--- config.mk ---
export PLATFORM = sky130hd
export DESIGN_NAME = slaf_thresh
export DESIGN_NICKNAME = d
export VERILOG_FILES = /design/src/hdl/assert_macros.svh /design/src/hdl/slaf_pkg.sv /design/src/hdl/slaf_thresh.sv
export SDC_FILE = /design/constraint.sdc
export NUM_CORES = 1
export LEC_CHECK = 0
export ABC_AREA = 1
export BUFFER_PORTS_ARGS = -buffer_cell sky130_fd_sc_hd__buf_2
export CAP_MARGIN = 20
export CORE_AREA = 2 2 272 194
export CTS_CLUSTER_DIAMETER = 40
export CTS_CLUSTER_SIZE = 20
export DETAILED_ROUTE_END_ITERATION = 7
export DIE_AREA = 0 0 274 196
export PLACE_DENSITY = 0.69
export SYNTH_ARGS = -nofsm -noshare
export SYNTH_HDL_FRONTEND = slang
export SYNTH_SLANG_ARGS = --single-unit
--- constraint.sdc ---
create_clock -name i_clk -period 6.6 [get_ports i_clk]
set_input_delay 0 -clock i_clk [delete_from_list [all_inputs] [get_ports i_clk]]
set_output_delay 0 -clock i_clk [all_outputs]
set_load 0.01 [all_outputs]
--- src/hdl/assert_macros.svh ---
// Assertion macros shared by the RTL of the small label area filter.
// Depends on nothing; take it in by `include where assertions are written.
`ifndef ASSERT_MACROS_SVH
`define ASSERT_MACROS_SVH

// Check a property on every rising clock edge outside reset (active-low reset).
`define ASSERT_CLK_RST(label, clk, rst_n, prop) \
    label: assert property (@(posedge clk) disable iff (!(rst_n)) (prop)) \
        else $error("assertion failed");

// Check a property on every rising clock edge, reset included.
`define ASSERT_CLK(label, clk, prop) \
    label: assert property (@(posedge clk) (prop)) \
        else $error("assertion failed");

`endif

--- src/hdl/slaf_pkg.sv ---
// Package of the small label area filter: widths, command codes, FSM states
// and the histogram request bundle. Depends on nothing.
`default_nettype none

package slaf_pkg;

    localparam int unsigned LABEL_W     = 8;
    localparam int unsigned FACE_AREA_W = 24;
    localparam int unsigned AREA_W      = 36;
    localparam int unsigned FRAC_W      = 16;
    localparam int unsigned SPLIT_W     = 18;   // low half of the grand total
    localparam int unsigned CMP_W       = AREA_W + FRAC_W;

    localparam logic [FRAC_W-1:0] MIN_FRACTION_RESET = 16'd328;

    localparam logic [1:0] CMD_LOAD  = 2'd0;
    localparam logic [1:0] CMD_READ  = 2'd1;
    localparam logic [1:0] CMD_CLEAR = 2'd2;

    typedef enum logic [1:0] {
        ST_IDLE,
        ST_LOAD_WR,
        ST_RD_LBL,
        ST_RD_HIST
    } t_state;

    typedef struct packed {
        logic               rd_en;
        logic               wr_en;
        logic               clear;
        logic [LABEL_W-1:0] addr;
        logic [AREA_W-1:0]  wr_data;
    } t_hist_req;

endpackage

`default_nettype wire

--- src/hdl/slaf_thresh.sv ---
// Removal threshold: min_fraction times grand total as two registered
// 16x18 partial products, then one wide add and compare. Depends on slaf_pkg.
`default_nettype none

module slaf_thresh (
    input  wire logic                        i_clk,
    input  wire logic                        i_en,
    input  wire logic [slaf_pkg::FRAC_W-1:0] i_min_fraction,
    input  wire logic [slaf_pkg::AREA_W-1:0] i_total,
    input  wire logic [slaf_pkg::AREA_W-1:0] i_hist,
    output logic                             o_below
);

    localparam int unsigned PP_W = slaf_pkg::FRAC_W + slaf_pkg::SPLIT_W;
    localparam int unsigned HI_W = slaf_pkg::AREA_W - slaf_pkg::SPLIT_W;

    logic [PP_W-1:0]              r_pp_hi;
    logic [PP_W-1:0]              r_pp_lo;
    logic [slaf_pkg::CMP_W-1:0]   rhs;
    logic [slaf_pkg::CMP_W-1:0]   lhs;

    always_ff @(posedge i_clk) begin
        if (i_en) begin
            r_pp_hi <= PP_W'(i_min_fraction * i_total[slaf_pkg::AREA_W-1 -: HI_W]);
            r_pp_lo <= PP_W'(i_min_fraction * i_total[slaf_pkg::SPLIT_W-1:0]);
        end
    end

    assign rhs = {r_pp_hi, {slaf_pkg::SPLIT_W{1'b0}}} + slaf_pkg::CMP_W'(r_pp_lo);
    assign lhs = {i_hist, {slaf_pkg::FRAC_W{1'b0}}};

    assign o_below = (lhs < rhs);

endmodule

`default_nettype wire
# [Yosys cells after proc, flatten, opt, wreduce, memory -nomap -nowiden]
# Index checks and enable logic that the tools add are counted.
[word_totals] regBits=68 output_inout_bits=1
[op_classes] add_sub_neg=1 mul=2 order_cmp=1
[ops] cell="multiplier 16 x 18 -> 34 bit" n=2
[ops] cell="adder 52 x 34 -> 52 bit" n=1
[ops] cell="< comparator 52 bit" n=1

# [Longest topological paths before layout]
[depth] ltp_word=2 mapped_depth=27

# [Worst setup path before layout]
# OpenSTA, ideal clock, no wires.
[synth_path] path_kind="input to register" start="in i_min_fraction[7] (netlist bit)" end="reg r_pp_lo[32], data pin" setup_ns=0.252 t_arrival_ns=4.804 required_ns=6.348 path_slack_ns=1.544 path_stages=23 path_buffers=2 cell_sequence="clkbuf_1 clkbuf_1 nand2_1 fa_1 inv_1 fa_1 inv_1 fa_1 inv_1 fa_1 fa_1 inv_1 fa_1 inv_1 ha_1 nand2_1 nor2_2 and3_1 nand2_1 nand2_2 nand2_1 nand3_1 nand2_1"
[synth_via] elab_chain_cells=1
[synth_rtl] item="start: declaration" line="slaf_thresh.sv:8" rtl="input wire logic [slaf_pkg::FRAC_W-1:0] i_min_fraction,"
[synth_rtl] item="multiplier 16 x 18 -> 34 bit" line="slaf_thresh.sv:25" rtl="r_pp_lo <= PP_W'(i_min_fraction * i_total[slaf_pkg::SPLIT_W-1:0]);"
[synth_rtl] item="end signal: assignment" line="slaf_thresh.sv:25"
[synth_rtl] item="end: declaration" line="slaf_thresh.sv:18" rtl="logic [PP_W-1:0] r_pp_lo;"
# Every way passes these cells.
# A chain may end at the register's enable or synchronous reset.

# [Final worst setup path]
[layout_path] start="in i_min_fraction[1] (netlist bit)" end="reg r_pp_lo[17], data pin"
# Same word-level chain as after synthesis.

==> qor.json <==
{
  "dr_pass1_iterations": {"value": 5},
  "startpoint_type": {"value": "input pin"},
  "grt_antenna_before_repair": {"value": 0},
  "setup_violations": {"value": 0},
  "cp.arrival": {"value": 5.65, "unit": "ns"},
  "drt-total-wl": {"value": 62700, "unit": "µm"},
  "synth.distinct_cells": {"value": 35},
  "fin_crit_sh": {"value": 84.0, "unit": "%"},
  "synth_common_cells": {"value": "sky130_fd_sc_hd__nand2_1 (1159), sky130_fd_sc_hd__inv_1 (992), sky130_fd_sc_hd__fa_1 (445), sky130_fd_sc_hd__ha_1 (264), sky130_fd_sc_hd__clkbuf_1 (136)"},
  "tritoncts": {"value": "yes"},
  "cts-buffers-inserted": {"value": 9},
  "grt_remaining_overflow": {"value": 0},
  "root_buffer": {"value": "sky130_fd_sc_hd__clkbuf_16"},
  "number_of_enable_flip_flop_cells_after_synthesis": {"value": 68},
  "cts_htree_levels": {"value": 3},
  "ys_top_cells_by_area": {"value": "sky130_fd_sc_hd__fa_1 (35%), sky130_fd_sc_hd__nand2_1 (17%), sky130_fd_sc_hd__inv_1 (15%)"},
  "type_of_the_most_critical_hold_path": {"value": "input pin to flop"},
  "max_freq": {"value": 180, "unit": "MHz"},
  "worstPathBufferInverterCount": {"value": 4},
  "crit_path_frequent_cell": {"value": "sky130_fd_sc_hd__fa_1"},
  "synth_top_area_share": {"value": 35.2, "unit": "%"},
  "slew_headroom": {"value": 38.2, "unit": "%"},
  "grt_pass1_vias": {"value": 20800},
  "rows": {"value": 70},
  "timing.critical_path.slowest_cell_delay": {"value": 0.65, "unit": "ns"},
  "synth_cells": {"value": 3507},
  "critical_path.endpoint_type": {"value": "flop"},
  "yosysWarningCount": {"value": 0},
  "synth-seq-area-share": {"value": 8.08, "unit": "%"},
  "floorplan.die.width": {"value": 274, "unit": "µm"},
  "period_needed": {"value": 5.55, "unit": "ns"},
  "gpl.final_weighted_congestion": {"value": 0.963},
  "layout.filler_cells": {"value": 5153},
  "ctsHoldBuffers": {"value": 0},
  "timing.critical_path.cells": {"value": "buf_2 -> nand2_1 -> fa_1 -> fa_1 -> fa_1 -> inv_1 -> fa_1 -> fa_1 -> inv_1 -> fa_1 -> inv_1 -> ha_1 -> nand2_1 -> nor2_2 -> and3_1 -> nand2_1 -> nand2_1 -> xor2_1"},
  "num_ports": {"value": 91},
  "finalHoldViolations": {"value": 0},
  "synth_fp_nets": {"value": 4306},
  "dieArea": {"value": 53700, "unit": "µm²"},
  "post_cts_resized": {"value": 0},
  "timing.critical_path.required": {"value": 6.70, "unit": "ns"},
  "critical-path-top-delay-family": {"value": "adder cells"},
  "synth_area": {"value": 25300, "unit": "µm²"},
  "ys_async_sr_fraction": {"value": 0, "unit": "%"},
  "top_ff_cell_synth": {"value": "sky130_fd_sc_hd__edfxtp_1"},
  "layout-area-overhead-vs-synth": {"value": 4.78, "unit": "%"},
  "num_antenna_cells": {"value": 0},
  "yosys_register_bits": {"value": 68},
  "num_vias": {"value": 20700},
  "timing.setup.tns": {"value": 0, "unit": "ns"},
  "placement.io_buffers": {"value": 90},
  "largest_net_degree_at_the_start_of_global_routing": {"value": 69},
  "globalRouteTotalUtil": {"value": 24.8, "unit": "%"},
  "critPathSlowestCell": {"value": "sky130_fd_sc_hd__buf_2"},
  "route.detailed.vias_per_inst": {"value": 4.95},
  "grt_first_pass_wirelength": {"value": 107000, "unit": "µm"},
  "cts_buffer_depth": {"value": 2},
  "die_height": {"value": 196, "unit": "µm"},
  "startpoint_to_endpoint_class_of_the_critical_path": {"value": "input pin to flop"},
  "worstMarginPinSlew": {"value": 0.927, "unit": "ns"},
  "setup_repair_after_global_routing_missed_its_margin": {"value": "no"},
  "number_of_pins_with_negative_max_slew_slack_in_the_final_report": {"value": 0},
  "effective_utilization_at_floorplan": {"value": 49.2, "unit": "%"},
  "status": {"value": "finished clean"},
  "synth.most_common_cell": {"value": "sky130_fd_sc_hd__nand2_1"},
  "drt-initial-drc-count": {"value": 1645},
  "layout-drive-gt1-share": {"value": 4.18, "unit": "%"},
  "synthDominantAreaCellType": {"value": "sky130_fd_sc_hd__fa_1"},
  "dp_hpwl": {"value": 52700, "unit": "µm"},
  "post_cts.repair.setup_buffers": {"value": 0},
  "coreArea": {"value": 51300, "unit": "µm²"},
  "synth_area_per_cell": {"value": 7.21, "unit": "µm²"},
  "timing.max_cap.violations": {"value": 0},
  "finish.net_count": {"value": 4285},
  "postRouteAntennaNets": {"value": 0},
  "cts.sinks": {"value": 68},
  "clk_pin_slew": {"value": 0.06, "unit": "ns"},
  "drc": {"value": 0},
  "critPathMaxFanout": {"value": 36},
  "detail_route.wl_per_cell": {"value": 15.0, "unit": "µm"}
}
## layout make-up
type | count | area, µm² | area share (%)
repair buffers | 104 | 556 | 2.10
well taps | 684 | 856 | 3.23
clock inverters | 7 | 82.6 | 0.312
flip-flops and latches | 68 | 2040 | 7.71
multi-input cells | 2306 | 19000 | 71.7
inverters | 997 | 3740 | 14.1
clock buffers | 9 | 225 | 0.850
## path summary, 6_finish.rpt
kind / start / endpoint / depth (start not counted)
max: i_min_fraction[1] / r_pp_lo[17] / 18
min: i_total[18] / r_pp_hi[0] / 3
## logic make-up (layout without fill, tap and decap cells)
family	Yosys count	after routing	share of synthesized area, %
compound gates	98	98	2.18
flops	68	68	8.08
fa+ha+maj	709	709	48.3
simple gates	1450	1450	22.9
buf+inv	1133	1117	16.8
xor+xnor	49	49	1.70
## flip-flops by register name, summed over array words and instances, names as in the netlist
| signal | cells |
|---|---|
| r_pp_hi | 34 |
| r_pp_lo | 34 |
## layout by cell type (no fill, tap or decap), drive strengths merged, types with 9 or more instances in the layout
cell type and count:
fa 445, ha 264, nor2 137, xor2 30
o21bai 10, xnor2 19, o21ai 11, nand2 1162
edfxtp 68, a21oi 66, nand3 86, buf 104
nor3 23, nand3b 12, clkbuf 9, nand4 14
inv 1001
## routing by layer
metal | routed length [µm] | GRT usage, % | vias up
met5 | 0 | 0 | -
li1 | - | - | 9999
met1 | 32500 | 41.0 | 9867
met4 | 378 | 2.74 | 0
met2 | 24300 | 35.3 | 771
met3 | 5550 | 2.95 | 27
## through the flow
stage | setup WS, ns | hold slack (ns) | cells | cell area, µm² | utilization [%]
finish | 1.05 | 0.186 | 4175 | 26500 | 51.6
global route | 0.861 | 0.189 | 4175 | 26500 | 51.6
CTS | 1.13 | 0.161 | 4175 | 26500 | 51.6
detailed placement | 0.776 | 0.527 | 4159 | 26200 | 51.0
global placement | 0.772 | 0.532 | 4159 | 26200 | 51.0
floorplan | 1.54 | 0.112 | 3507 | 25300 | -
Power is left out: the tool's default activity adds up to more than one toggle a clock period on the data nets, which glitch-free logic cannot reach.
